===== src/sfd_pkg.sv =====
// Package for the servo frame deframer: phase and status codes, register
// indexes, reset values and the result type. No dependencies.
`default_nettype none
package sfd_pkg;

  localparam int unsigned DATA_LEN = 6;
  localparam int unsigned POS_W    = 3;
  localparam int unsigned CFG_W    = 16;
  localparam int unsigned IDX_W    = 2;

  typedef enum logic [1:0] {
    PH_HUNT = 2'd0,
    PH_SYNC = 2'd1,
    PH_BODY = 2'd2
  } phase_t;

  typedef enum logic [1:0] {
    ST_OK       = 2'd0,
    ST_BAD_TAIL = 2'd1,
    ST_BAD_SUM  = 2'd2,
    ST_TIMEOUT  = 2'd3
  } status_t;

  typedef enum logic [IDX_W-1:0] {
    REG_HEADER_FIRST  = 2'd0,
    REG_HEADER_SECOND = 2'd1,
    REG_TAIL_VALUE    = 2'd2,
    REG_TIMEOUT_TICKS = 2'd3
  } reg_index_t;

  localparam logic [7:0]  HEADER_FIRST_RST  = 8'd250;
  localparam logic [7:0]  HEADER_SECOND_RST = 8'd175;
  localparam logic [7:0]  TAIL_VALUE_RST    = 8'd237;
  localparam logic [15:0] TIMEOUT_TICKS_RST = 16'd0;

  localparam logic [POS_W-1:0] POS_SUM  = 3'd6;
  localparam logic [POS_W-1:0] POS_TAIL = 3'd7;

  typedef struct packed {
    status_t    status;
    logic [7:0] id_byte;
    logic [7:0] command_byte;
    logic [7:0] data_byte_0;
    logic [7:0] data_byte_1;
    logic [7:0] data_byte_2;
    logic [7:0] data_byte_3;
  } result_t;

endpackage
`default_nettype wire


===== src/sfd_item_if.sv =====
// Input channel of the servo frame deframer: received byte or timer tick.
// Valid/ready handshake; no dependencies.
`default_nettype none
interface sfd_item_if;
  logic       valid;
  logic       ready;
  logic       func;
  logic [7:0] rx_byte;

  modport source (output valid, output func, output rx_byte, input ready);
  modport sink   (input valid, input func, input rx_byte, output ready);
endinterface
`default_nettype wire


===== src/sfd_result_if.sv =====
// Result channel of the servo frame deframer: frame status and body bytes.
// Valid/ready handshake; no dependencies.
`default_nettype none
interface sfd_result_if;
  logic       valid;
  logic       ready;
  logic [1:0] status;
  logic [7:0] id_byte;
  logic [7:0] command_byte;
  logic [7:0] data_byte_0;
  logic [7:0] data_byte_1;
  logic [7:0] data_byte_2;
  logic [7:0] data_byte_3;

  modport source (output valid, output status, output id_byte, output command_byte,
                  output data_byte_0, output data_byte_1, output data_byte_2,
                  output data_byte_3, input ready);
  modport sink   (input valid, input status, input id_byte, input command_byte,
                  input data_byte_0, input data_byte_1, input data_byte_2,
                  input data_byte_3, output ready);
endinterface
`default_nettype wire


===== src/servo_frame_deframer_unit.sv =====
// Servo frame deframer top level: frame hunt, body collection, checks and
// a two-entry result buffer. Depends on sfd_pkg, sfd_item_if, sfd_result_if.
//
// Takes one transaction per clock: a received byte or a timer tick. Frames are
// header_first, header_second, six body bytes, a checksum byte (wrapping sum of
// the body) and the tail byte. The state update for an item is done in the cycle
// it is accepted and its result, if any, is registered into the result buffer.
// Results sit in a two-entry buffer, so input keeps flowing while one result
// waits; items stall only while both entries are full, even in a cycle
// in which the head is being taken. timeout_ticks counts ticks from the first
// header byte; zero turns the timeout off. Configuration writes take effect on
// the next clock.
`default_nettype none
module servo_frame_deframer_unit (
  input  wire logic                        clk,
  input  wire logic                        rst,
  sfd_item_if.sink                         items,
  sfd_result_if.source                     results,
  input  wire logic                        cfg_wr_en,
  input  wire logic [sfd_pkg::IDX_W-1:0]   cfg_index,
  input  wire logic [sfd_pkg::CFG_W-1:0]   cfg_data
);

  logic [7:0]  header_first;
  logic [7:0]  header_second;
  logic [7:0]  tail_value;
  logic [15:0] timeout_ticks;

  sfd_pkg::phase_t             phase, phase_next;
  logic [sfd_pkg::POS_W-1:0]   byte_position, byte_position_next;
  logic [7:0]                  running_sum, running_sum_next;
  logic [15:0]                 tick_count, tick_count_next;
  logic [7:0]                  frame_bytes [sfd_pkg::DATA_LEN];
  logic                        store_en;

  logic [15:0]       tick_inc;
  logic              has_result;
  sfd_pkg::result_t  result_new;

  sfd_pkg::result_t  head, skid;
  logic              head_valid, skid_valid;
  logic              accept, push, pop;

  assign items.ready = !skid_valid;
  assign accept      = items.valid && items.ready;
  assign pop         = head_valid && results.ready;
  assign push        = accept && has_result;

  always_ff @(posedge clk) begin
    if (rst) begin
      header_first  <= sfd_pkg::HEADER_FIRST_RST;
      header_second <= sfd_pkg::HEADER_SECOND_RST;
      tail_value    <= sfd_pkg::TAIL_VALUE_RST;
      timeout_ticks <= sfd_pkg::TIMEOUT_TICKS_RST;
    end else if (cfg_wr_en) begin
      unique case (sfd_pkg::reg_index_t'(cfg_index))
        sfd_pkg::REG_HEADER_FIRST:  header_first  <= cfg_data[7:0];
        sfd_pkg::REG_HEADER_SECOND: header_second <= cfg_data[7:0];
        sfd_pkg::REG_TAIL_VALUE:    tail_value    <= cfg_data[7:0];
        sfd_pkg::REG_TIMEOUT_TICKS: timeout_ticks <= cfg_data;
        default: ;
      endcase
    end
  end

  assign tick_inc = (tick_count != 16'hFFFF) ? tick_count + 16'd1 : tick_count;

  // Next state
  always_comb begin
    phase_next         = phase;
    byte_position_next = byte_position;
    running_sum_next   = running_sum;
    tick_count_next    = tick_count;
    store_en           = 1'b0;
    if (items.func) begin
      if ((phase == sfd_pkg::PH_SYNC || phase == sfd_pkg::PH_BODY) &&
          timeout_ticks != 16'd0) begin
        if (tick_inc >= timeout_ticks) begin
          phase_next         = sfd_pkg::PH_HUNT;
          byte_position_next = '0;
          running_sum_next   = '0;
          tick_count_next    = '0;
        end else begin
          tick_count_next = tick_inc;
        end
      end
    end else begin
      unique case (phase)
        sfd_pkg::PH_SYNC: begin
          byte_position_next = '0;
          running_sum_next   = '0;
          if (items.rx_byte == header_second) begin
            phase_next = sfd_pkg::PH_BODY;
          end else begin
            phase_next      = sfd_pkg::PH_HUNT;
            tick_count_next = '0;
          end
        end
        sfd_pkg::PH_BODY: begin
          if (byte_position < sfd_pkg::POS_SUM) begin
            store_en           = 1'b1;
            running_sum_next   = running_sum + items.rx_byte;
            byte_position_next = byte_position + 1'b1;
          end else if (byte_position == sfd_pkg::POS_SUM) begin
            running_sum_next   = running_sum - items.rx_byte;
            byte_position_next = sfd_pkg::POS_TAIL;
          end else begin
            phase_next         = sfd_pkg::PH_HUNT;
            byte_position_next = '0;
            running_sum_next   = '0;
            tick_count_next    = '0;
          end
        end
        default: begin
          byte_position_next = '0;
          running_sum_next   = '0;
          tick_count_next    = '0;
          phase_next = (items.rx_byte == header_first) ? sfd_pkg::PH_SYNC
                                                       : sfd_pkg::PH_HUNT;
        end
      endcase
    end
  end

  // Result for the current item
  always_comb begin
    has_result              = 1'b0;
    result_new.status       = sfd_pkg::ST_OK;
    result_new.id_byte      = frame_bytes[0];
    result_new.command_byte = frame_bytes[1];
    result_new.data_byte_0  = frame_bytes[2];
    result_new.data_byte_1  = frame_bytes[3];
    result_new.data_byte_2  = frame_bytes[4];
    result_new.data_byte_3  = frame_bytes[5];
    if (items.func) begin
      if ((phase == sfd_pkg::PH_SYNC || phase == sfd_pkg::PH_BODY) &&
          timeout_ticks != 16'd0 && tick_inc >= timeout_ticks) begin
        has_result              = 1'b1;
        result_new.status       = sfd_pkg::ST_TIMEOUT;
        result_new.id_byte      = '0;
        result_new.command_byte = '0;
        result_new.data_byte_0  = '0;
        result_new.data_byte_1  = '0;
        result_new.data_byte_2  = '0;
        result_new.data_byte_3  = '0;
      end
    end else if (phase == sfd_pkg::PH_BODY && byte_position == sfd_pkg::POS_TAIL) begin
      has_result = 1'b1;
      priority if (items.rx_byte != tail_value) begin
        result_new.status = sfd_pkg::ST_BAD_TAIL;
      end else if (running_sum != 8'd0) begin
        result_new.status = sfd_pkg::ST_BAD_SUM;
      end else begin
        result_new.status = sfd_pkg::ST_OK;
      end
    end
  end

  always_ff @(posedge clk) begin
    if (rst) begin
      phase         <= sfd_pkg::PH_HUNT;
      byte_position <= '0;
      running_sum   <= '0;
      tick_count    <= '0;
    end else if (accept) begin
      phase         <= phase_next;
      byte_position <= byte_position_next;
      running_sum   <= running_sum_next;
      tick_count    <= tick_count_next;
    end
  end

  always_ff @(posedge clk) begin
    if (accept && store_en) begin
      frame_bytes[byte_position] <= items.rx_byte;
    end
  end

  // Two-entry result buffer, head first
  always_ff @(posedge clk) begin
    if (rst) begin
      head_valid <= 1'b0;
      skid_valid <= 1'b0;
    end else if (pop) begin
      if (skid_valid) begin
        head_valid <= 1'b1;
        skid_valid <= push;
      end else begin
        head_valid <= push;
      end
    end else if (push) begin
      if (head_valid) begin
        skid_valid <= 1'b1;
      end else begin
        head_valid <= 1'b1;
      end
    end
  end

  always_ff @(posedge clk) begin
    if (pop) begin
      if (skid_valid) begin
        head <= skid;
        if (push) begin
          skid <= result_new;
        end
      end else if (push) begin
        head <= result_new;
      end
    end else if (push) begin
      if (head_valid) begin
        skid <= result_new;
      end else begin
        head <= result_new;
      end
    end
  end

  assign results.valid        = head_valid;
  assign results.status       = head.status;
  assign results.id_byte      = head.id_byte;
  assign results.command_byte = head.command_byte;
  assign results.data_byte_0  = head.data_byte_0;
  assign results.data_byte_1  = head.data_byte_1;
  assign results.data_byte_2  = head.data_byte_2;
  assign results.data_byte_3  = head.data_byte_3;

endmodule
`default_nettype wire


===== src/flat_wrapper.sv =====
// flat-port wrapper written by rule: the top's interface ports become plain ports
module servo_frame_deframer_unit_flat 
  (clk, rst, cfg_wr_en, cfg_index, cfg_data, items_valid, items_func, items_rx_byte, items_ready, results_valid, results_status, results_id_byte, results_command_byte, results_data_byte_0, results_data_byte_1, results_data_byte_2, results_data_byte_3, results_ready);
  sfd_item_if items_i ();
  sfd_result_if results_i ();
  input  wire logic clk;
  input  wire logic rst;
  input  wire logic cfg_wr_en;
  input  wire logic [sfd_pkg::IDX_W-1:0] cfg_index;
  input  wire logic [sfd_pkg::CFG_W-1:0] cfg_data;
  input wire logic [$bits(items_i.valid)-1:0] items_valid;
  input wire logic [$bits(items_i.func)-1:0] items_func;
  input wire logic [$bits(items_i.rx_byte)-1:0] items_rx_byte;
  output wire logic [$bits(items_i.ready)-1:0] items_ready;
  output wire logic [$bits(results_i.valid)-1:0] results_valid;
  output wire logic [$bits(results_i.status)-1:0] results_status;
  output wire logic [$bits(results_i.id_byte)-1:0] results_id_byte;
  output wire logic [$bits(results_i.command_byte)-1:0] results_command_byte;
  output wire logic [$bits(results_i.data_byte_0)-1:0] results_data_byte_0;
  output wire logic [$bits(results_i.data_byte_1)-1:0] results_data_byte_1;
  output wire logic [$bits(results_i.data_byte_2)-1:0] results_data_byte_2;
  output wire logic [$bits(results_i.data_byte_3)-1:0] results_data_byte_3;
  input wire logic [$bits(results_i.ready)-1:0] results_ready;
  assign items_i.valid = items_valid;
  assign items_i.func = items_func;
  assign items_i.rx_byte = items_rx_byte;
  assign items_ready = items_i.ready;
  assign results_valid = results_i.valid;
  assign results_status = results_i.status;
  assign results_id_byte = results_i.id_byte;
  assign results_command_byte = results_i.command_byte;
  assign results_data_byte_0 = results_i.data_byte_0;
  assign results_data_byte_1 = results_i.data_byte_1;
  assign results_data_byte_2 = results_i.data_byte_2;
  assign results_data_byte_3 = results_i.data_byte_3;
  assign results_i.ready = results_ready;
  servo_frame_deframer_unit u_core (.clk(clk), .rst(rst), .items(items_i), .results(results_i), .cfg_wr_en(cfg_wr_en), .cfg_index(cfg_index), .cfg_data(cfg_data));
endmodule

===== config.mk =====
export PLATFORM = sky130hd
export DESIGN_NAME = servo_frame_deframer_unit_flat
export DESIGN_NICKNAME = d
export VERILOG_FILES = /design/src/sfd_pkg.sv /design/src/sfd_item_if.sv /design/src/sfd_result_if.sv /design/src/servo_frame_deframer_unit.sv /design/src/flat_wrapper.sv
export SDC_FILE = /design/constraint.sdc
export NUM_CORES = 1
export LEC_CHECK = 0
export BUFFER_PORTS_ARGS = -buffer_cell sky130_fd_sc_hd__buf_2
export CAP_MARGIN = 0
export CORE_ASPECT_RATIO = 1.25
export CORE_UTILIZATION = 40
export CTS_CLUSTER_SIZE = 20
export DETAILED_ROUTE_END_ITERATION = 7
export PLACE_DENSITY = 0.57
export RECOVER_POWER = 100
export SLEW_MARGIN = 20
export SYNTH_ARGS = -nofsm -noshare
export SYNTH_HDL_FRONTEND = slang
export SYNTH_SLANG_ARGS = --single-unit
export TNS_END_PERCENT = 30

===== constraint.sdc =====
create_clock -name clk -period 12.2 [get_ports clk]
set_clock_uncertainty 0.1 [all_clocks]
set_input_delay 0.61 -clock clk [delete_from_list [all_inputs] [get_ports clk]]
set_output_delay 0.61 -clock clk [all_outputs]
set_load 0.02 [all_outputs]

* Word-level counts from Yosys, hierarchy flattened
Memory sizes are Yosys's and may differ from the RTL's.
Cells that the tools add are included.
W data, S select, Z words.
** Cells by class
- Magnitude comparators :: 2
- Muxes and demuxes :: 58
- Add/sub/neg operators :: 4
- Reductions and logical operators :: 25
- Equality and inequality tests :: 19
** Operators by type and width (count)
- $mux W50 :: 10
- $mux W16 :: 7
- $mux W48 :: 1
- $mux W8 :: 6
- $pmux W16 S2 :: 1
- $mux W2 :: 10
- $mux W3 :: 6
- $add A16 B1 Y16 const B :: 1
- $eq A8 B8 Y1 :: 2
- $ge A16 B16 Y1 :: 1
- $mux W1 :: 16
- $ne A16 B16 Y1 const B :: 1
- $reduce_bool A16 Y1 :: 1
- $reduce_and A2 Y1 :: 5
- $reduce_and A5 Y1 :: 2
- $ne A3 B3 Y1 const B :: 3
- $add A8 B8 Y8 :: 1
- $ne A8 B8 Y1 :: 1
- $reduce_bool A8 Y1 :: 1
- $sub A8 B8 Y8 :: 1
- $logic_and A1 B1 Y1 :: 7
- $eq A2 B2 Y1 const B :: 3
- $eq A3 B3 Y1 const B :: 2
- $ne A2 B1 Y1 const B :: 3
- 11 further kinds :: 16
** Word-level totals
- Output and inout port bits :: 52
- Input bits :: 32
- RAM bits :: 48
- Logic and storage cells :: 133
- Memories kept :: 1
- Bits in registers :: 171
** Memories
- u_core.frame_bytes :: depth 6, bits a word 8, rd ports 6, clocked after memory_dff 0, wr ports 1, line servo_frame_deframer_unit.sv:33 : logic [7:0] frame_bytes [sfd_pkg::DATA_LEN];

* Logic depth before layout (Yosys ltp)
- Word-level depth :: 10
- Gate-level depth with buffers :: 15
- Mapped depth without buffers :: 13

* Worst setup path after synthesis
No wires, ideal clock.
- Kind :: reg2reg
- Start :: register u_core.tick_count[0]
- End :: register u_core.skid[0] (netlist bit), enable pin
- Setup time :: 0.725 ns
- Data arrival time :: 10.527 ns
- Stages on the path, launching flop included :: 12
- Buffers on the path :: 1
- Clock period less this slack :: 11.353 ns
- Path slack :: 0.847 ns
- Cells stage by stage :: dfxtp_1 > ha_1 > nand4_1 > or4_1 > buf_2 > mux2_2 > ha_1 > a2111oi_0 > o311a_2 > o21ai_1 > nand3_1 > a2111oi_0
** On the way
- Longest elaborated chain between the ends :: 9
** Ends and longest elaborated chain
- start, declared :: line servo_frame_deframer_unit.sv:32 : logic [15:0] tick_count, tick_count_next;
- start signal, assigned :: line servo_frame_deframer_unit.sv:169 : tick_count <= tick_count_next;
- $add A16 B1 Y16 or $ne A16 B16 Y1 (tied branches) :: line servo_frame_deframer_unit.sv:66 : assign tick_inc = (tick_count != 16'hFFFF) ? tick_count + 16'd1 : tick_count;
- $mux W16 (*) :: line servo_frame_deframer_unit.sv:66
- $ge A16 B16 Y1 (*) :: line servo_frame_deframer_unit.sv:137 : timeout_ticks != 16'd0 && tick_inc >= timeout_ticks) begin
- $logic_and A1 B1 Y1 (*) :: line servo_frame_deframer_unit.sv:137
- $mux W1 (*) :: line servo_frame_deframer_unit.sv:136 : if ((phase == sfd_pkg::PH_SYNC || phase == sfd_pkg::PH_BODY) &&
- $mux W1 (*) :: line servo_frame_deframer_unit.sv:135 : if (items.func) begin
- $logic_and A1 B1 Y1 (*) :: line servo_frame_deframer_unit.sv:47 : assign push = accept && has_result;
- $ne A2 B2 Y1 (no source line) or $reduce_bool A2 Y1 (tied branches)
- $reduce_and A4 Y1 (no source line) (*)
- end signal, assigned :: line servo_frame_deframer_unit.sv:205 : skid <= result_new;
- end signal, assigned :: line servo_frame_deframer_unit.sv:212 : skid <= result_new;
- end, declared :: line servo_frame_deframer_unit.sv:40 : sfd_pkg::result_t head, skid;
Every way passes the cells marked *; elsewhere a longest branch is shown, timed or not.
A chain may end at the register's enable or synchronous reset.

* Worst setup path in the final report
- Start :: register u_core.tick_count[0]
- End :: register u_core.skid[36] (netlist bit), enable pin
The elaborated chain is that of the path after synthesis.

==> impl_results.md <==
- Max Buffers Root-to-Sink: 3
- Critical path class: flip-flop to flip-flop
- Maximum frequency from static timing analysis: 139.4 MHz
- Cell Pwr Density: between 100 and 150 nW/µm²
- Post-route clock period utilization: 0.5880
- Post-layout net count: 1098
- Post-detailed-route count of antenna-violating nets: 0
- Final worst path period need: just over 7 ns
- Setup total negative slack: 0 ns
- Drt first pass iters: 7
- Htree depth: 1
- FF-to-FF path depth: 14
- Initial antenna violation count: 1
- Endpoint of the most critical register-to-register path: u_core.skid[36]
- Worst Hold Class: input pin to flip-flop
- Static leakage: 4.017 nW
- Post-Synthesis Cell Area: approximately 10000 µm²
- Dominant cells by area after synthesis: edfxtp_1 44%, dfxtp_1 14%, nand2_1 7.6%
- Number of sinks driven by the clock tree: 219
- Unrepaired setup endpoints after global routing: false
- DRC violation total after the first TritonRoute iteration: roughly 460
- Area of the die: 25860 µm²
- Slew HR: -0.8250
- Launch instance of the worst register-to-register path: u_core.tick_count[0]
- Width of the die: 144.0 µm
- Total number of yosys warnings: 0
- Top-area cell type share of the netlist area: 0.4407
- Num rows: 64
- Ratio of cells with drive above 1 in the final layout: 0.07266
- Die Ht: 179.5 µm
- Hold bufs inserted after CTS: 0
- Top cell types by occurrence after synthesis: 205 x nand2_1, 148 x edfxtp_1, 71 x dfxtp_1, 65 x o21ai_0, 50 x and2_1
- Finished Layout Cells: 1377
- Final number of hold-violating endpoints: 0
- Routability cong.: 0.8074
- Vias in the first global route: about 6600
- Crit Path Max Fanout: 53
- Initial core utilization: 0.4102
- TritonCTS clock tree: built
- Termination of the worst setup path: u_core.skid[36]
- Status: finished with violations
- Slew of the pin with the lowest slew margin: roughly 2.7 ns
- Net count after synthesis: approximately 1000
- Final-layout worst hold slack: 0.2276 ns
- Count of distinct cell types in the synthesized netlist: 64
- Number of endpoints failing setup at the final stage: 0
- Data arrival time of the worst path: 7.14 ns
- Number of resized instances in the post-cts repair step: 0
- Share of synthesized area occupied by flip-flops and latches: 0.5816
- Post-route DRC violation count: 0
- Wire length of the first global-routing pass: between 30000 and 40000 µm
- Element type at the critical path end: flip-flop
- Number of instances in the synthesized netlist: about 960
- Required time of the critical path: 12.16 ns
- Mean Syn Cell Area: 10.55 µm²
- VDD IR-drop max: roughly 82 µV
- CTS clk-pin slew, worst paths: 0.06 ns
- Post-detailed-route wirelength per cell: 16.04 µm
- Floorplan core area: roughly 25000 µm²
- Count of placed standard cells including taps: 1332
- Clock insertion delay at the later pin of the skew report: 0.52 ns
- Area growth, synth to finish: 13.20%
- Number of buffers inserted during clock tree synthesis: 24
- Ports placed on the boundary: 84
- Flops & latches, synth: 219
- Type of origin of the critical path: flip-flop
- Number of I/O port buffers: 83
- Number of max-cap violations: 5
- Grt total ovfl: 0
- Number of max-slew violations in the final report: around 250
- Most common cell in the netlist: nand2_1
- Drt via density: 5.147
- Number of enable-type register cells in the synthesized netlist: ~150
- Post-DP HPWL: 14300 µm
- All-Layer GR Usage: 0.1726
- Post-synthesis cell type with the largest combined area: edfxtp_1
- Violated checks: max-capacitance violations, max-slew violations
- Total number of vias: 7087
- Setup slack of the most critical reg-to-reg path: 5.03 ns
- Maximum number of pins on one net before global-route repair: 54
- Detailed-route wire length: 22080 µm
- Asr flop ratio synth: 0
- Fill cell count: 2359
- Clock Root Buffer: clkbuf_16
- Most used DFF post-synth: edfxtp_1
- # Post-CTS Setup Buffers: 0
- Beginning of the critical path: u_core.tick_count[0]
final cells by class:
| class | count | area [µm²] | share of cell area |
|---|---|---|---|
| flip-flops and latches | 219 | 5866 | 0.5138 |
| multi-input cells | 652 | 3897 | 0.3414 |
| clock buffers | 32 | 651.9 | 0.05710 |
| well taps | 330 | 412.9 | 0.03617 |
| repair buffers | 93 | 381.6 | 0.03343 |
| inverters | 38 | 142.6 | 0.01249 |
| clock inverters | 12 | 61.31 | 0.005370 |
| diodes | 1 | 2.502 | 0.0002192 |
report_power, final:
part	internal, W	switching, W	total [W]
Clock	0.000375	0.000281	0.000656
Sequential	0.000791	0.00000401	0.000795
Combinational	0.0000210	0.0000426	0.0000636
Total	0.00119	0.000327	0.00151
worst min path at each step:
| stage | end | startpoint | cells after the start |
|---|---|---|---|
| after detailed placement | u_core.header_second[4] | u_core.header_second[4] | 2 |
| final | u_core.timeout_ticks[12] | cfg_data[12] | 3 |
| after CTS | u_core.timeout_ticks[12] | cfg_data[12] | 3 |
| after global routing | u_core.timeout_ticks[8] | cfg_data[8] | 3 |
| after global placement | u_core.tail_value[4] | u_core.tail_value[4] | 2 |
| after floorplan | u_core.header_second[4] | u_core.header_second[4] | 2 |
flip-flops by register name, indices dropped and copies added (netlist names), 16 cells and up:
| name | count |
|---|---|
| u_core.skid | 50 |
| u_core.tick_count | 16 |
| u_core.frame_bytes | 48 |
| u_core.timeout_ticks | 16 |
routing by layer:
metal / track usage / part of all wire / routed length (µm)
met1: 0.2251 / 0.44 / 9751
met2: 0.2931 / 0.49 / 10710
met3: 0.02611 / 0.050 / 1115
met4: 0.05021 / 0.023 / 504
met5: 0 / 0 / 0
kinds of logic (layout without fill, tap and decap cells):
logic type	Yosys count	count (layout)	share of synthesized area
xor gates and xnor gates	31	31	0.02692
muxes	16	16	0.01663
other	0	1	0
AOI/OAI and AO/OA	174	174	0.1102
buffers and inverters	85	175	0.03288
DFF	219	219	0.5816
adders and majority gates	38	38	0.04864
and+or+nand+nor	393	393	0.1831
placed cells by master (no fill, tap or decap), types with 5 or more instances in the layout:
master,count
mux2_2,6
nor2b_1,6
nand4_1,9
nor2_1,32
nand2_1,205
xnor2_1,20
clkinv_2,5
o21a_1,5
a21oi_1,45
edfxtp_1,148
and2_0,21
a32o_1,8
nor4_1,10
o211ai_1,6
mux2i_1,10
nand3_1,34
nor3_1,8
nand2b_1,6
o21ai_0,66
a31oi_1,6
xor2_1,11
dfxtp_1,71
clkbuf_1,76
inv_1,38
clkinv_1,5
buf_2,23
and2_1,29
ha_1,36
and3_1,8
clkbuf_16,25
worst max-delay path, stage by stage (launching register included):
cell       delay, ns
dfxtp_1         0.41
ha_1            0.25
nand2_1         0.14
nor3_1          0.44
a21oi_1         0.25
nand2_1         0.17
xnor2_1         0.12
ha_1            0.32
nand4_1         0.09
o311a_2         0.40
o21ai_0         0.39
nand3_1         0.14
clkbuf_1        0.83
a2111oi_0       0.66
clkbuf_1        1.99
per-stage QoR:
| step | setup slack, ns | total power, W | instance area [µm²] | utilization |
|---|---|---|---|---|
| after floorplan | 0.8473 | 0.0008498 | 10080 | - |
| after global placement | 7.593 | 0.0008761 | 10830 | 0.4406 |
| after detailed placement | 7.516 | 0.0008764 | 10830 | 0.4406 |
| after CTS | 7.485 | 0.001536 | 11540 | 0.4696 |
| after global routing | 4.443 | 0.001570 | 11410 | 0.4643 |
| final | 5.027 | 0.001514 | 11420 | 0.4644 |
(Power assumes the default switching activity.)
